[config.mk]
export PLATFORM = sky130hd
export DESIGN_NAME = one_wire_bus_master_core
export DESIGN_NICKNAME = d
export VERILOG_FILES = /design/src/sv/owbm_pkg.sv /design/src/sv/owbm_cfg_regs.sv /design/src/sv/owbm_engine.sv /design/src/sv/one_wire_bus_master_core.sv
export SDC_FILE = /design/constraint.sdc
export NUM_CORES = 1
export LEC_CHECK = 0
export ABC_AREA = 1
export BUFFER_PORTS_ARGS = -buffer_cell sky130_fd_sc_hd__buf_2
export CAP_MARGIN = 20
export CORE_MARGIN = 2
export CORE_UTILIZATION = 60
export CTS_CLUSTER_SIZE = 40
export DETAILED_ROUTE_END_ITERATION = 16
export PLACE_DENSITY = 0.77
export SLEW_MARGIN = 20
export SYNTH_ARGS = -nofsm -noshare
export SYNTH_HDL_FRONTEND = slang
export SYNTH_HIERARCHICAL = 1
export SYNTH_SLANG_ARGS = --single-unit
export TNS_END_PERCENT = 10
[constraint.sdc]
create_clock -name clk -period 9.6 [get_ports clk]
set_input_delay 0 -clock clk [delete_from_list [all_inputs] [get_ports clk]]
set_output_delay 0 -clock clk [all_outputs]
set_load 0.02 [all_outputs]
[src/sv/owbm_pkg.sv]
// Package for the single-wire bus master core.
// Holds item types, function codes, register indexes and configuration types.
// No dependencies.
package owbm_pkg;

	localparam int unsigned TimeW  = 10;
	localparam int unsigned CfgIdxW = 3;

	localparam logic [2:0] FN_TICK    = 3'd0;
	localparam logic [2:0] FN_RESET   = 3'd1;
	localparam logic [2:0] FN_WR_BYTE = 3'd2;
	localparam logic [2:0] FN_RD_BYTE = 3'd3;
	localparam logic [2:0] FN_WR_BIT  = 3'd4;
	localparam logic [2:0] FN_RD_BIT  = 3'd5;

	localparam logic [CfgIdxW-1:0] REG_RESET_LOW     = 3'd0;
	localparam logic [CfgIdxW-1:0] REG_PRES_WAIT     = 3'd1;
	localparam logic [CfgIdxW-1:0] REG_PRES_TIMEOUT  = 3'd2;
	localparam logic [CfgIdxW-1:0] REG_REL_TIMEOUT   = 3'd3;
	localparam logic [CfgIdxW-1:0] REG_SHORT_LOW     = 3'd4;
	localparam logic [CfgIdxW-1:0] REG_LONG_LOW      = 3'd5;
	localparam logic [CfgIdxW-1:0] REG_READ_SAMPLE   = 3'd6;
	localparam logic [CfgIdxW-1:0] REG_READ_RECOVERY = 3'd7;

	typedef logic [TimeW-1:0] us_t;

	typedef struct packed {
		logic [2:0] func;
		logic [7:0] data;
		logic       line_level;
	} owbm_cmd_t;

	typedef struct packed {
		logic       drive_low;
		logic       busy_res;
		logic       done_res;
		logic       presence;
		logic [7:0] read_data;
		logic       rejected;
	} owbm_res_t;

	typedef struct packed {
		us_t reset_low_us;
		us_t presence_wait_us;
		us_t presence_timeout_us;
		us_t release_timeout_us;
		us_t short_low_us;
		us_t long_low_us;
		us_t read_sample_us;
		us_t read_recovery_us;
	} owbm_cfg_t;

	// a zero-length phase still lasts one tick
	function automatic us_t min_one(input us_t v);
		return (v == '0) ? us_t'(1) : v;
	endfunction

endpackage

[src/sv/owbm_cfg_regs.sv]
// Timing register file of the single-wire bus master.
// Depends on owbm_pkg.
module owbm_cfg_regs
	import owbm_pkg::*;
(
	input  logic               clk,
	input  logic               arst_n,
	input  logic               cfg_valid,
	output logic               cfg_ready,
	input  logic [CfgIdxW-1:0] cfg_index,
	input  us_t                cfg_data,
	output owbm_cfg_t          cfg
);

	owbm_cfg_t cfg_q;

	assign cfg_ready = 1'b1;
	assign cfg       = cfg_q;

	always_ff @(posedge clk or negedge arst_n) begin
		if (!arst_n) begin
			cfg_q.reset_low_us        <= us_t'(500);
			cfg_q.presence_wait_us    <= us_t'(15);
			cfg_q.presence_timeout_us <= us_t'(285);
			cfg_q.release_timeout_us  <= us_t'(420);
			cfg_q.short_low_us        <= us_t'(6);
			cfg_q.long_low_us         <= us_t'(65);
			cfg_q.read_sample_us      <= us_t'(1);
			cfg_q.read_recovery_us    <= us_t'(55);
		end else if (cfg_valid && cfg_ready) begin
			unique case (cfg_index)
				REG_RESET_LOW:     cfg_q.reset_low_us        <= cfg_data;
				REG_PRES_WAIT:     cfg_q.presence_wait_us    <= cfg_data;
				REG_PRES_TIMEOUT:  cfg_q.presence_timeout_us <= cfg_data;
				REG_REL_TIMEOUT:   cfg_q.release_timeout_us  <= cfg_data;
				REG_SHORT_LOW:     cfg_q.short_low_us        <= cfg_data;
				REG_LONG_LOW:      cfg_q.long_low_us         <= cfg_data;
				REG_READ_SAMPLE:   cfg_q.read_sample_us      <= cfg_data;
				REG_READ_RECOVERY: cfg_q.read_recovery_us    <= cfg_data;
				default: ;
			endcase
		end
	end

endmodule

[src/sv/owbm_engine.sv]
// Bus sequencer: input register, state update, result register.
// Depends on owbm_pkg; timing values come from owbm_cfg_regs.
module owbm_engine
	import owbm_pkg::*;
(
	input  logic      clk,
	input  logic      arst_n,
	input  owbm_cfg_t cfg,
	input  logic      cmd_valid,
	output logic      cmd_stall,
	input  owbm_cmd_t cmd,
	output logic      res_valid,
	input  logic      res_stall,
	output owbm_res_t res
);

	typedef enum logic [3:0] {
		PH_IDLE, PH_RST_LOW, PH_RST_WAIT, PH_PRES_LOW, PH_PRES_HIGH,
		PH_W_LOW, PH_W_HIGH, PH_R_LOW, PH_R_WAIT, PH_R_REC
	} phase_t;

	owbm_cmd_t  cmd_s1;
	logic       vld_s1;
	owbm_res_t  res_q;
	logic       res_vld_q;
	logic       adv;

	phase_t     ph_q, ph_n;
	us_t        tm_q, tm_n;
	logic [2:0] bc_q, bc_n;
	logic [7:0] sd_q, sd_n;
	logic       bm_q, bm_n;
	logic       pf_q, pf_n;
	logic [7:0] rb_q, rb_n;
	logic       done, rej;

	us_t         tinc;
	logic [10:0] el;
	us_t         wlim;

	assign adv       = !res_vld_q || !res_stall;
	assign cmd_stall = vld_s1 && !adv;
	assign res_valid = res_vld_q;
	assign res       = res_q;

	assign tinc = tm_q + us_t'(1);
	assign el   = {1'b0, tm_q} + 11'd1;

	always_comb begin
		ph_n = ph_q;
		tm_n = tm_q;
		bc_n = bc_q;
		sd_n = sd_q;
		bm_n = bm_q;
		pf_n = pf_q;
		rb_n = rb_q;
		done = 1'b0;
		rej  = 1'b0;
		wlim = '0;
		if (cmd_s1.func == FN_TICK) begin
			if (ph_q != PH_IDLE) begin
				unique case (ph_q)
					PH_RST_LOW: begin
						tm_n = tinc;
						if (tinc >= min_one(cfg.reset_low_us)) begin
							ph_n = PH_RST_WAIT;
							tm_n = '0;
						end
					end
					PH_RST_WAIT: begin
						tm_n = tinc;
						if (tinc >= min_one(cfg.presence_wait_us)) begin
							ph_n = PH_PRES_LOW;
							tm_n = '0;
						end
					end
					PH_PRES_LOW: begin
						if (el > {1'b0, cfg.presence_timeout_us}) begin
							pf_n = 1'b0;
							ph_n = PH_IDLE;
							tm_n = '0;
							done = 1'b1;
						end else if (!cmd_s1.line_level) begin
							ph_n = PH_PRES_HIGH;
							tm_n = '0;
						end else begin
							tm_n = el[TimeW-1:0];
						end
					end
					PH_PRES_HIGH: begin
						if (el > {1'b0, cfg.release_timeout_us}) begin
							pf_n = 1'b0;
							ph_n = PH_IDLE;
							tm_n = '0;
							done = 1'b1;
						end else if (cmd_s1.line_level) begin
							pf_n = 1'b1;
							ph_n = PH_IDLE;
							tm_n = '0;
							done = 1'b1;
						end else begin
							tm_n = el[TimeW-1:0];
						end
					end
					PH_W_LOW: begin
						wlim = sd_q[0] ? cfg.short_low_us : cfg.long_low_us;
						tm_n = tinc;
						if (tinc >= min_one(wlim)) begin
							ph_n = PH_W_HIGH;
							tm_n = '0;
						end
					end
					PH_W_HIGH: begin
						wlim = sd_q[0] ? cfg.long_low_us : cfg.short_low_us;
						tm_n = tinc;
						if (tinc >= min_one(wlim)) begin
							sd_n = {1'b0, sd_q[7:1]};
							tm_n = '0;
							if (bm_q && bc_q != 3'd7) begin
								bc_n = bc_q + 3'd1;
								ph_n = PH_W_LOW;
							end else begin
								ph_n = PH_IDLE;
								done = 1'b1;
							end
						end
					end
					PH_R_LOW: begin
						tm_n = tinc;
						if (tinc >= min_one(cfg.short_low_us)) begin
							ph_n = PH_R_WAIT;
							tm_n = '0;
						end
					end
					PH_R_WAIT: begin
						tm_n = tinc;
						if (tinc >= min_one(cfg.read_sample_us)) begin
							if (bm_q) begin
								sd_n = {cmd_s1.line_level, sd_q[7:1]};
							end else begin
								rb_n = {7'd0, cmd_s1.line_level};
							end
							ph_n = PH_R_REC;
							tm_n = '0;
						end
					end
					PH_R_REC: begin
						tm_n = tinc;
						if (tinc >= min_one(cfg.read_recovery_us)) begin
							tm_n = '0;
							if (bm_q && bc_q != 3'd7) begin
								bc_n = bc_q + 3'd1;
								ph_n = PH_R_LOW;
							end else begin
								ph_n = PH_IDLE;
								done = 1'b1;
								if (bm_q) begin
									rb_n = sd_q;
								end
							end
						end
					end
					default: begin
						ph_n = PH_IDLE;
						tm_n = '0;
					end
				endcase
			end
		end else if (cmd_s1.func <= FN_RD_BIT) begin
			if (ph_q != PH_IDLE) begin
				rej = 1'b1;
			end else begin
				bc_n = '0;
				tm_n = '0;
				bm_n = (cmd_s1.func == FN_WR_BYTE) || (cmd_s1.func == FN_RD_BYTE);
				unique case (cmd_s1.func)
					FN_RESET: ph_n = PH_RST_LOW;
					FN_WR_BYTE: begin
						sd_n = cmd_s1.data;
						ph_n = PH_W_LOW;
					end
					FN_RD_BYTE: begin
						sd_n = '0;
						ph_n = PH_R_LOW;
					end
					FN_WR_BIT: begin
						sd_n = {7'd0, cmd_s1.data[0]};
						ph_n = PH_W_LOW;
					end
					default: ph_n = PH_R_LOW;
				endcase
			end
		end
	end

	always_ff @(posedge clk or negedge arst_n) begin
		if (!arst_n) begin
			vld_s1    <= 1'b0;
			res_vld_q <= 1'b0;
			ph_q      <= PH_IDLE;
			tm_q      <= '0;
			bc_q      <= '0;
			sd_q      <= '0;
			bm_q      <= 1'b0;
			pf_q      <= 1'b0;
			rb_q      <= '0;
		end else begin
			if (!cmd_stall) begin
				vld_s1 <= cmd_valid;
			end
			if (adv) begin
				res_vld_q <= vld_s1;
			end
			if (vld_s1 && adv) begin
				ph_q <= ph_n;
				tm_q <= tm_n;
				bc_q <= bc_n;
				sd_q <= sd_n;
				bm_q <= bm_n;
				pf_q <= pf_n;
				rb_q <= rb_n;
			end
		end
	end

	always_ff @(posedge clk) begin
		if (cmd_valid && !cmd_stall) begin
			cmd_s1 <= cmd;
		end
		if (vld_s1 && adv) begin
			res_q.drive_low <= (ph_n == PH_RST_LOW) || (ph_n == PH_W_LOW) ||
				(ph_n == PH_R_LOW);
			res_q.busy_res  <= (ph_n != PH_IDLE);
			res_q.done_res  <= done;
			res_q.presence  <= pf_n;
			res_q.read_data <= rb_n;
			res_q.rejected  <= rej;
		end
	end

	a_done_not_rej: assert property (@(posedge clk) disable iff (!arst_n)
		res_vld_q |-> !(res_q.done_res && res_q.rejected))
		else $error("done and rejected in one item");

	a_done_idle: assert property (@(posedge clk) disable iff (!arst_n)
		res_vld_q && res_q.done_res |-> !res_q.busy_res)
		else $error("done while still busy");

	a_drive_busy: assert property (@(posedge clk) disable iff (!arst_n)
		res_vld_q && res_q.drive_low |-> res_q.busy_res)
		else $error("line driven while idle");

	a_bits_bytemode: assert property (@(posedge clk) disable iff (!arst_n)
		bc_q != 3'd0 |-> bm_q)
		else $error("bit count moved outside byte mode");

	a_advance: assert property (@(posedge clk) disable iff (!arst_n)
		vld_s1 && adv |=> res_vld_q)
		else $error("item lost between input and result register");

endmodule

[src/sv/one_wire_bus_master_core.sv]
// Top level of the single-wire bus master core.
// Depends on owbm_pkg, owbm_cfg_regs and owbm_engine.
//
//   channel | direction | handshake            | payload
//   cmd     | in        | cmd_valid/cmd_stall  | owbm_cmd_t (func, data, line_level)
//   res     | out       | res_valid/res_stall  | owbm_res_t
//   cfg     | in        | cfg_valid/cfg_ready  | cfg_index, cfg_data
//
// One item per cycle sustained while the result channel is not stalled.
// An item passes the input register, then the result register.
// arst_n clears the sequencer state and loads the default timing values.
// A stalled result holds and stops an occupied input register; cmd_stall then rises.
// cfg_ready is always high.
module one_wire_bus_master_core
	import owbm_pkg::*;
(
	input  logic               clk,
	input  logic               arst_n,
	input  logic               cmd_valid,
	output logic               cmd_stall,
	input  owbm_cmd_t          cmd,
	output logic               res_valid,
	input  logic               res_stall,
	output owbm_res_t          res,
	input  logic               cfg_valid,
	output logic               cfg_ready,
	input  logic [CfgIdxW-1:0] cfg_index,
	input  us_t                cfg_data
);

	owbm_cfg_t cfg;

	owbm_cfg_regs u_cfg (
		.clk       (clk),
		.arst_n    (arst_n),
		.cfg_valid (cfg_valid),
		.cfg_ready (cfg_ready),
		.cfg_index (cfg_index),
		.cfg_data  (cfg_data),
		.cfg       (cfg)
	);

	owbm_engine u_engine (
		.clk       (clk),
		.arst_n    (arst_n),
		.cfg       (cfg),
		.cmd_valid (cmd_valid),
		.cmd_stall (cmd_stall),
		.cmd       (cmd),
		.res_valid (res_valid),
		.res_stall (res_stall),
		.res       (res)
	);

endmodule

==> results of run 1 <==
## layout make-up
| type | count | area, um^2 | share of cell area, % |
|---|---|---|---|
| clock inverters | 13 | 257.7 | 2.361 |
| clock buffers | 19 | 432.9 | 3.966 |
| repair buffers | 79 | 565.5 | 5.181 |
| multi-input cells | 894 | 5077 | 46.52 |
| well taps | 216 | 270.3 | 2.476 |
| flip-flops and latches | 142 | 3715 | 34.03 |
| inverters | 159 | 596.8 | 5.468 |
## registers in the layout, indices dropped and copies added, names as in the netlist
signal and count:
u_engine/vld_s1 1, u_engine/bm_q 1, u_engine/ph_q 4, u_engine/res_valid 1, u_cfg/cfg 80, u_engine/tm_q 10, u_engine/res 13, u_engine/pf_q 1
u_engine/bc_q 3, u_engine/cmd_s1 12, u_engine/sd_q 8, u_engine/rb_q 8
## logic make-up after synthesis
group,after synthesis
adders and majority gates,97
and+or+nand+nor,640
AOI/OAI and AO/OA,147
other,1
buffers and inverters,189
DFF,142
xor gates and xnor gates,8
muxes,1
## worst paths after layout
path	endpoint	cells after the start
max	u_engine/sd_q[5]	16
min	u_cfg/cfg[2]	5
max reg2reg	u_engine/sd_q[5]	16
min reg2reg	u_cfg/cfg[32]	2
max in group asynchronous	u_cfg/cfg[24]	3
min in group asynchronous	u_cfg/cfg[56]	2
## cells in the final DEF (no fill, tap or decap), types with 3 or more instances in the layout
master / count
nand3_2: 10
a31o_2: 4
nor2_2: 10
clkbuf_16: 17
dlygate4sd3_1: 32
inv_2: 10
o21ai_2: 15
buf_2: 43
a21o_1: 6
o21ai_0: 44
nand3b_1: 3
xor2_1: 7
o211ai_1: 6
dfstp_2: 29
nor3_1: 4
nor2_1: 61
o22ai_1: 6
o21a_1: 5
nand4_1: 19
o221ai_2: 3
nand2_1: 423
inv_6: 3
nor4_1: 9
nand3_1: 68
inv_1: 149
ha_1: 97
nor2_4: 7
edfxtp_1: 25
a21oi_1: 34
o21ai_1: 13
bufinv_16: 7
buf_4: 4
dfrtp_1: 88
nand2_2: 15
## worst register-to-register path, stage by stage (launching register included)
cell and delay, ns:
dfrtp_1 0.82, ha_1 0.29, and3_1 0.22, nand2_1 0.10
xor2_1 0.22, inv_1 0.28, ha_1 0.38, nand2_1 0.05
nor2_1 0.13, nand3_1 0.16, nand4_4 0.14, inv_2 0.05
nand2_2 0.07, o211ai_2 0.11, a21oi_4 0.47, nand2_1 0.19
o21ai_2 0.12
## synthesized netlist by cell type, types with 2 or more instances
master    count  share of area, %
nand2_1     423                17
inv_1       149               5.8
ha_1         97                13
dfrtp_1      88                23
nand3_1      68               3.6
nor2_1       61               2.4
o21ai_0      44               2.3
a21oi_1      34               1.8
dfstp_2      29               8.0
edfxtp_1     25               7.8
nand4_1      19               1.2
buf_2        15              0.78
nand2_2      15              0.98
o21ai_2      15               1.4
o21ai_1      13              0.68
inv_2        10              0.39
nand3_2      10               1.0
nor2_2       10              0.65
nor4_1        9              0.59
nor2_4        7              0.82
xor2_1        7              0.64
a21o_1        6              0.47
o211ai_1      6              0.47
o22ai_1       6              0.39
buf_6         5              0.59
clkbuf_1      5              0.20
o21a_1        5              0.39
a31o_2        4              0.37
nor3_1        4              0.21
buf_4         3              0.24
nand3b_1      3              0.24
o221ai_2      3              0.47
a31oi_1       2              0.13
and3_1        2              0.13
nand2_4       2              0.24
nand4_2       2              0.26
nor3_2        2              0.21
o31ai_1       2              0.16
## where the power goes
group / switching [mW] / internal [mW]
clock network: 0.266 / 0.516
logic: 0.480 / 0.249
registers: 0.0962 / 0.741
## metal layers
metal  GRT usage (%)  part of all wire [%]  up-vias
met1           43.27                    45     3904
li1                -                     -     4119
met5               0                     0        -
met2           47.09                    45      304
met4           9.887                   2.2        0
met3           7.462                   7.6       46
## stage by stage
stage          setup slack [ns]  total power [mW]  cells  hold WS [ns]
2_1_floorplan             6.551             1.357   1225       -0.2956
4_1_cts                   5.720             2.344   1522      0.008417
3_3_place_gp              5.933             1.518   1458       0.02283
5_1_grt                   5.324             2.496   1522       0.03084
3_5_place_dp              5.747             1.542   1458       0.02896
6_report                  5.710             2.347   1522       0.03291
==> results.toml, run 1 <==
[critical_path]
crit_start = "u_engine/tm_q[0]"
rrSetupSlack_ns = 5.71
startpoint_type = "flip-flop"
crit_top_cell = "nand2_1"
crit_family = "simple AND/OR/NAND/NOR gates"
arrival_ns = 4.24
criticalPathCategory = "flip-flop to flip-flop"
crit_path_max_fanout = 16
critPathSlowestCell = "dfrtp_1"
path_buf_inv = 2
required_ns = 9.95
r2r_start = "u_engine/tm_q[0]"
cp-end-kind = "flip-flop"
slowest_delay_ns = 0.82
crit_path_cell_trace = "ha_1 > and3_1 > nand2_1 > xor2_1 > inv_1 > ha_1 > nand2_1 > nor2_1 > nand3_1 > nand4_4 > inv_2 > nand2_2 > o211ai_2 > a21oi_4 > nand2_1 > o21ai_2"

[synth]
syn_area_mm2 = 0.009579
synthCells = 1225
synthArstFlopShare_pct = 82.39
syn-num-nets = 1352
synth_compound_area_share_pct = 9.744
synth_cell_type_count = 53
synth_top_family_by_area = "simple AND/OR/NAND/NOR gates"
ys_ff_latch = 142
ys.flop_type = "dfrtp_1"
yosys.area_share.simple_pct = 29.58
syn_area_per_cell_um2 = 7.820
synthAdderAreaFrac_pct = 12.67
synth_xor_area_share_pct = 0.7315
ys_seq_area_share_pct = 38.78
synthMuxAreaShare_pct = 0.2351
ys_warn_count = 6
synth_edf_count = 25

[final_layout]
final_core_util_pct = 69.22
syn_to_final_growth_pct = 13.95
diodes = 0
n_fill_cell = 1307
layout-drive-gt1-share_pct = 14.78
fin_area_mm2 = 0.01092
nets = 1420

[clock_tree]
cts_num_sinks = 142
root_buffer = "clkbuf_16"
cts_resized = 0
clk_path_buf_depth = 2
cts_made_buffers = 17
holdBufCountCts = 32
htree_levels = 4
clkTransAtPathRegs_ns = 0.06
worstSkewPairLatency_ns = 0.43
post-cts-setup-buffers = 0
cts_tree = "built"

[global_route]
grtUsageTotal_pct = 30.71
grt_overflow = 0
grt_pass1_wl_um = 39740
grt_max_degree = 76
grt_pass1_vias = 7839
grt_antenna_before_repair = 0

[routing]
vias = 8373
drt_iter0_drc = 705
via_per_inst = 5.501
wl_um = 24810
dr.pass1.iters = 6
drt-wirelength-per-cell_um = 16.30
drc = 0
ant_nets = 0

[placed_design]
placed_area_mm2 = 0.009905
gp_congestion = 0.9443
hpwl_um = 17360
port_buffers = 44

[timing]
clock_skew_ns = 0.007519
drv_slew = 0
setup_viol = 0
relSlewSlack_pct = 36.35
rsz0062_at_grt = "false"
fmax_ghz = 0.2571
hold_viol_final = 0
tightestPinTransition_ns = 0.9547
timing.setup.tns_ns = 0
fin_crit_sh_pct = 40.52
finalCriticalPeriod_ns = 3.890

[pwr]
irDropWorstVdd_v = 0.0001582
power_density_mw_per_mm2 = 215.1
total_leakage_power_nw = 5.684

[floorplan]
io-pin-count = 46
die_area_mm2 = 0.01699
initial_core_util_pct = 60.74
core_mm2 = 0.01577
die_h_um = 130.4
fp-row-count = 46
die_w_um = 130.4

[status]
status = "completed"

[job]
cap_violations = 0

[min_path]
hp-class = "input port to flip-flop"
worstHoldStart = "cfg_index[2]"
Power figures use the tool's default switching activity.
==> inputs of run 2 (changes only) <==
CORE_UTILIZATION = 57   (was 60)
clock period = 3.4 ns   (was 9.6 ns; I/O delays follow)
==> run 2 against run 1 <==
Net effect: hold slack got worse by 0.0055 ns; global-route usage is 1.7 points lower; critical path depth rose by 1; final cell count grew 0.85%; sequential cell count unchanged; clock-buffer cell count did not move; critical path type unchanged.
==> results.toml, run 2 (synthesis gave the netlist of run 1 again) <==
[status]
status = "completed"

[floorplan]
core_mm2 = 0.01652
io-pin-count = 46
die_h_um = 133.6
die_w_um = 133.6
initial_core_util_pct = 57.97
die_area_mm2 = 0.01786
fp-row-count = 47

[final_layout]
largest_reg_flops = 80
layout_common_cells = "nand2_1 (422), inv_1 (143), ha_1 (97)"
diodes = 0
nets = 1429
layout-drive-gt1-share_pct = 16.58
syn_to_final_growth_pct = 14.21
layout_commonest_cell = "nand2_1"

[critical_path]
required_ns = 3.58
arrival_ns = 3.39
r2r_start = "u_engine/tm_q[0]"
startpoint_type = "flip-flop"
rr_endpoint = "u_engine/res[12]"
rrSetupSlack_ns = 0.19
reg2regPathDepth = 17
criticalPathCategory = "flip-flop to flip-flop"
cp-end-kind = "flip-flop"
crit_path_max_fanout = 9

[timing]
setup_slack_ns = 0.1881
tightestPinTransition_ns = 0.8515
finalCriticalPeriod_ns = 3.212
hold_viol_final = 0
timing.setup.tns_ns = 0
drv_slew = 0
fmax_ghz = 0.3113
relSlewSlack_pct = 43.10
setup_viol = 0
fin_crit_sh_pct = 94.47
clock_skew_ns = 0.009423

[routing]
wl_um = 24830
vias = 8501
dr.pass1.iters = 5
drt_iter0_drc = 675
drc = 0
drt-wirelength-per-cell_um = 16.18
ant_nets = 0
via_per_inst = 5.538

[min_path]
worstHoldStart = "cfg_index[0]"
hp-class = "input port to flip-flop"
hold_path_end = "u_cfg/cfg[54]"
holdPathStages = 4

[clock_tree]
htree_levels = 4
cts_tree = "built"
cts_made_buffers = 17
root_buffer = "clkbuf_16"
clkTransAtPathRegs_ns = 0.06
clk_path_buf_depth = 2
cts_num_sinks = 142
worstSkewPairLatency_ns = 0.42

[job]
cap_violations = 0

[pwr]
p_seq_share_pct = 36.8
total_leakage_power_nw = 5.677
combPwrFrac_pct = 34.1
power_switching_mw = 2.404
irDropWorstVdd_v = 0.0003683
clkPwrFrac_pct = 29.1
power_density_mw_per_mm2 = 572.8
internal-power_mw = 3.863
p_sw_share_pct = 38.35

[placed_design]
hpwl_um = 17270
gp_congestion = 0.9044
pre_cts_slack_ns = -0.007378
port_buffers = 44

[global_route]
grt_max_degree = 62
grt_pass1_wl_um = 40500
grt_pass1_vias = 8114
grtUsageTotal_pct = 29.05
grt_overflow = 0
grt_antenna_before_repair = 0
## run 2: cell types whose count changed in the layout (fill, tap and decap cells not counted), moves of 3 or more
| cell | previous run | this run |
|---|---|---|
| inv_1 | 149 | 143 |
| inv_4 | 0 | 4 |
| bufinv_16 | 7 | 1 |
| buf_4 | 4 | 12 |
| xor2_1 | 7 | 3 |
| inv_2 | 10 | 13 |
| xor2_2 | 0 | 4 |
| clkinv_4 | 1 | 6 |
## run 2: routing by layer
layer / vias to the layer above / wire [um] / track usage (%)
met5: - / 0 / 0
met4: 0 / 431 / 8.097
met3: 32 / 1585 / 5.556
met2: 265 / 11490 / 46.19
met1: 4063 / 11320 / 40.85
li1: 4141 / - / -
## run 2: critical path: stages (launching register included)
cell and delay (ns):
dfrtp_1 0.41, ha_1 0.23, and3_2 0.26, nand3_1 0.12, xor2_2 0.24, inv_4 0.12, ha_1 0.30, nand2_1 0.07
nor2_2 0.17, nand2_1 0.13, nand4_4 0.14, inv_2 0.05, a21oi_1 0.18, nand2_1 0.08, o21ai_1 0.17, nand2_1 0.11
nor2_1 0.12, nor2_1 0.05
## run 2: power by group through the flow
| stage | Sequential, mW | Clock (mW) | Combinational [mW] |
|---|---|---|---|
| 6_report | 2.30 | 1.82 | 2.14 |
| 5_1_grt | 2.34 | 1.92 | 2.43 |
| 4_1_cts | 2.30 | 1.85 | 2.10 |
| 3_5_place_dp | 2.33 | 0 | 2.05 |
| 3_3_place_gp | 2.32 | 0 | 2.01 |
| 2_1_floorplan | 2.30 | 0 | 1.53 |
## run 2: cell type report
class | instances | area (um^2)
Fill cell | 1370 | 5584
Tap cell | 220 | 275.3
Clock buffer | 19 | 442.9
Multi-Input combinational cell | 894 | 5126
Sequential cell | 142 | 3715
Inverter | 159 | 604.3
Clock inverter | 13 | 131.4
Timing Repair Buffer | 88 | 645.6
## run 2: through the flow
| step | power [mW] | util (%) | hold slack, ns | instance area, um^2 | cells |
|---|---|---|---|---|---|
| floorplan | 3.830 | - | -0.2956 | 9579 | 1225 |
| global placement | 4.328 | 60.41 | 0.1227 | 9982 | 1470 |
| detailed placement | 4.381 | 60.41 | 0.1244 | 9982 | 1470 |
| CTS | 6.250 | 65.82 | 0.001939 | 10880 | 1534 |
| global route | 6.694 | 66.21 | 0.04188 | 10940 | 1535 |
| finish | 6.267 | 66.21 | 0.02742 | 10940 | 1535 |
## run 2: what timing repair did
item                       4_1_cts  5_1_grt
hold endpoints to repair       140        0
hold buffers                    32        0
setup buffers                    0        1
pin swaps                        0        1
setup endpoints to repair        2       34
resized for setup                2       16
## run 2: worst max-delay path by stage
stage,slack [ns],start,depth (start not counted),end
floorplan,0.35,u_engine/tm_q[0],17,u_engine/res[11]
global placement,0.13,u_engine/tm_q[0],17,u_engine/res[11]
detailed placement,-0.007,u_engine/tm_q[0],17,u_engine/res[12]
CTS,0.08,u_engine/tm_q[2],17,u_engine/res[12]
global route,-0.02,u_engine/tm_q[0],17,u_engine/res[12]
finish,0.19,u_engine/tm_q[0],17,u_engine/res[12]
==> inputs of run 3 (changes only) <==
PLACE_DENSITY = 0.78   (was 0.77)
==> run 3 against run 2 <==
Net effect: non-clock buffer count rose by 2; worst setup slack improved by 0.051 ns; critical path depth unchanged; largest cell class unchanged; highest routed layer unchanged.
==> results.toml, run 3 (synthesis gave the netlist of run 1 again) <==
[status]
status = "completed"

[pwr]
total_leakage_power_nw = 5.669
irDropWorstVdd_v = 0.0003826
power_density_mw_per_mm2 = 569.5

[floorplan]
die_h_um = 133.6
io-pin-count = 46
core_mm2 = 0.01652
fp-row-count = 47
die_w_um = 133.6
initial_core_util_pct = 57.97
die_area_mm2 = 0.01786

[critical_path]
startpoint_type = "flip-flop"
cp-end-kind = "flip-flop"
crit_path_max_fanout = 9
crit_family = "simple AND/OR/NAND/NOR gates"
rrSetupSlack_ns = 0.24
reg2regPathDepth = 17
arrival_ns = 3.34
crit_top_cell = "nand2_1"
slowest_delay_ns = 0.41
required_ns = 3.58
criticalPathCategory = "flip-flop to flip-flop"
rr_endpoint = "u_engine/res[11]"
r2r_start = "u_engine/tm_q[0]"
crit_path_cell_trace = "ha_1 > and3_1 > nand3_1 > xor2_2 > inv_2 > ha_1 > nand2_1 > nor2_1 > nand3_1 > nand4_2 > nand2_1 > a21oi_1 > nand2_1 > o21ai_1 > nand2_1 > nor2_1 > nand2_1"
critPathSlowestCell = "dfrtp_1"
path_buf_inv = 1

[global_route]
grt_pass1_vias = 8215
grt_max_degree = 71
grt_antenna_before_repair = 0
grt_overflow = 0
grtUsageTotal_pct = 29.40
grt_pass1_wl_um = 41030

[routing]
drt-wirelength-per-cell_um = 16.05
drt_iter0_drc = 700
via_per_inst = 5.513
drc = 0
wl_um = 24670
ant_nets = 0
dr.pass1.iters = 5
vias = 8473

[final_layout]
layout_common_cells = "nand2_1 (422), inv_1 (141), ha_1 (97)"
n_fill_cell = 1423
largest_reg_flops = 80
syn_to_final_growth_pct = 14.17
final_core_util_pct = 66.18
final_cells = 1537
layout_commonest_cell = "nand2_1"
diodes = 0
layout-drive-gt1-share_pct = 16.32
nets = 1431

[clock_tree]
root_buffer = "clkbuf_16"
cts_num_sinks = 142
htree_levels = 4
cts_tree = "built"
clk_path_buf_depth = 2
cts_made_buffers = 17
worstSkewPairLatency_ns = 0.43
clkTransAtPathRegs_ns = 0.06

[timing]
fin_crit_sh_pct = 92.97
tightestPinTransition_ns = 0.9292
clock_skew_ns = 0.008341
hold_viol_final = 0
fmax_ghz = 0.3164
relSlewSlack_pct = 38.05
drv_slew = 0
setup_viol = 0
finalCriticalPeriod_ns = 3.161

[placed_design]
gp_congestion = 0.9138
port_buffers = 44
dp_cells = 1471
hpwl_um = 17200

[job]
cap_violations = 0

[min_path]
holdPathStages = 5
hp-class = "input port to flip-flop"
worstHoldStart = "cfg_index[2]"
hold_path_end = "u_cfg/cfg[10]"
run 3: cell count changes in the layout (fill, tap and decap cells not counted), sizes merged:
| cell | previous run | this run |
|---|---|---|
| inv | 164 | 160 |
| clkinvlp | 1 | 3 |
| dlygate4sd3 | 32 | 34 |
| clkbuf | 19 | 20 |
| clkinv | 6 | 7 |
run 3: what timing repair did:
action / CTS / global route
hold endpoints to repair: 145 / 0
buffers inserted: 0 / 0
setup endpoints to repair: 0 / 38
hold buffers: 34 / 0
gates resized for setup: 0 / 17
run 3: layer usage:
metal | up-vias | share of wire [%] | global-route usage (%)
met5 | - | 0 | 0
met4 | 0 | 2.0 | 8.688
met3 | 43 | 6.2 | 5.632
met2 | 262 | 46 | 47.05
met1 | 4011 | 45 | 40.88
li1 | 4157 | - | -
run 3: area by class of cell:
cell class / instances / area [um^2] / share of cell area [%]
tap: 220 / 275.3 / 2.517
clock inverter: 12 / 110.1 / 1.007
clock buffer: 20 / 457.9 / 4.187
inverter: 159 / 603.1 / 5.514
sequential: 142 / 3715 / 33.97
multi-input combinational: 894 / 5110 / 46.72
timing repair buffer: 90 / 665.6 / 6.086
run 3: how the worst max path moves through the flow:
stage	cells past startpoint	start	to
finish	17	u_engine/tm_q[0]	u_engine/res[11]
global route	17	u_engine/tm_q[0]	u_engine/res[11]
CTS	17	u_engine/tm_q[0]	u_engine/res[12]
detailed placement	17	u_engine/tm_q[0]	u_engine/res[12]
global placement	17	u_engine/tm_q[0]	u_engine/res[11]
floorplan	17	u_engine/tm_q[0]	u_engine/res[11]
run 3: metrics by stage:
stage	power (mW)	hold WS, ns	setup WS, ns	TNS, ns	area (um^2)
final	6.229	0.05001	0.2391	0	10940
after global routing	6.664	0.07173	-0.01181	-0.02360	10940
after CTS	6.229	0.01779	0.1133	0	10900
after detailed placement	4.380	0.1781	0.1416	0	9990
after global placement	4.318	0.1768	0.1612	0	9990
after floorplan	3.830	-0.2956	0.3508	0	9579
run 3: power by group:
part	internal [mW]	total, mW	switching (mW)
Sequential	2.09	2.31	0.214
Combinational	0.730	2.13	1.40
Clock	1.05	1.79	0.742
run 3: worst register-to-register path, stage by stage (launching register included):
cell and delay (ns):
dfrtp_1 0.41, ha_1 0.24, and3_1 0.22, nand3_1 0.13, xor2_2 0.21, inv_2 0.16
ha_1 0.31, nand2_1 0.06, nor2_1 0.14, nand3_1 0.15, nand4_2 0.15, nand2_1 0.11
a21oi_1 0.17, nand2_1 0.07, o21ai_1 0.12, nand2_1 0.10, nor2_1 0.11, nand2_1 0.05
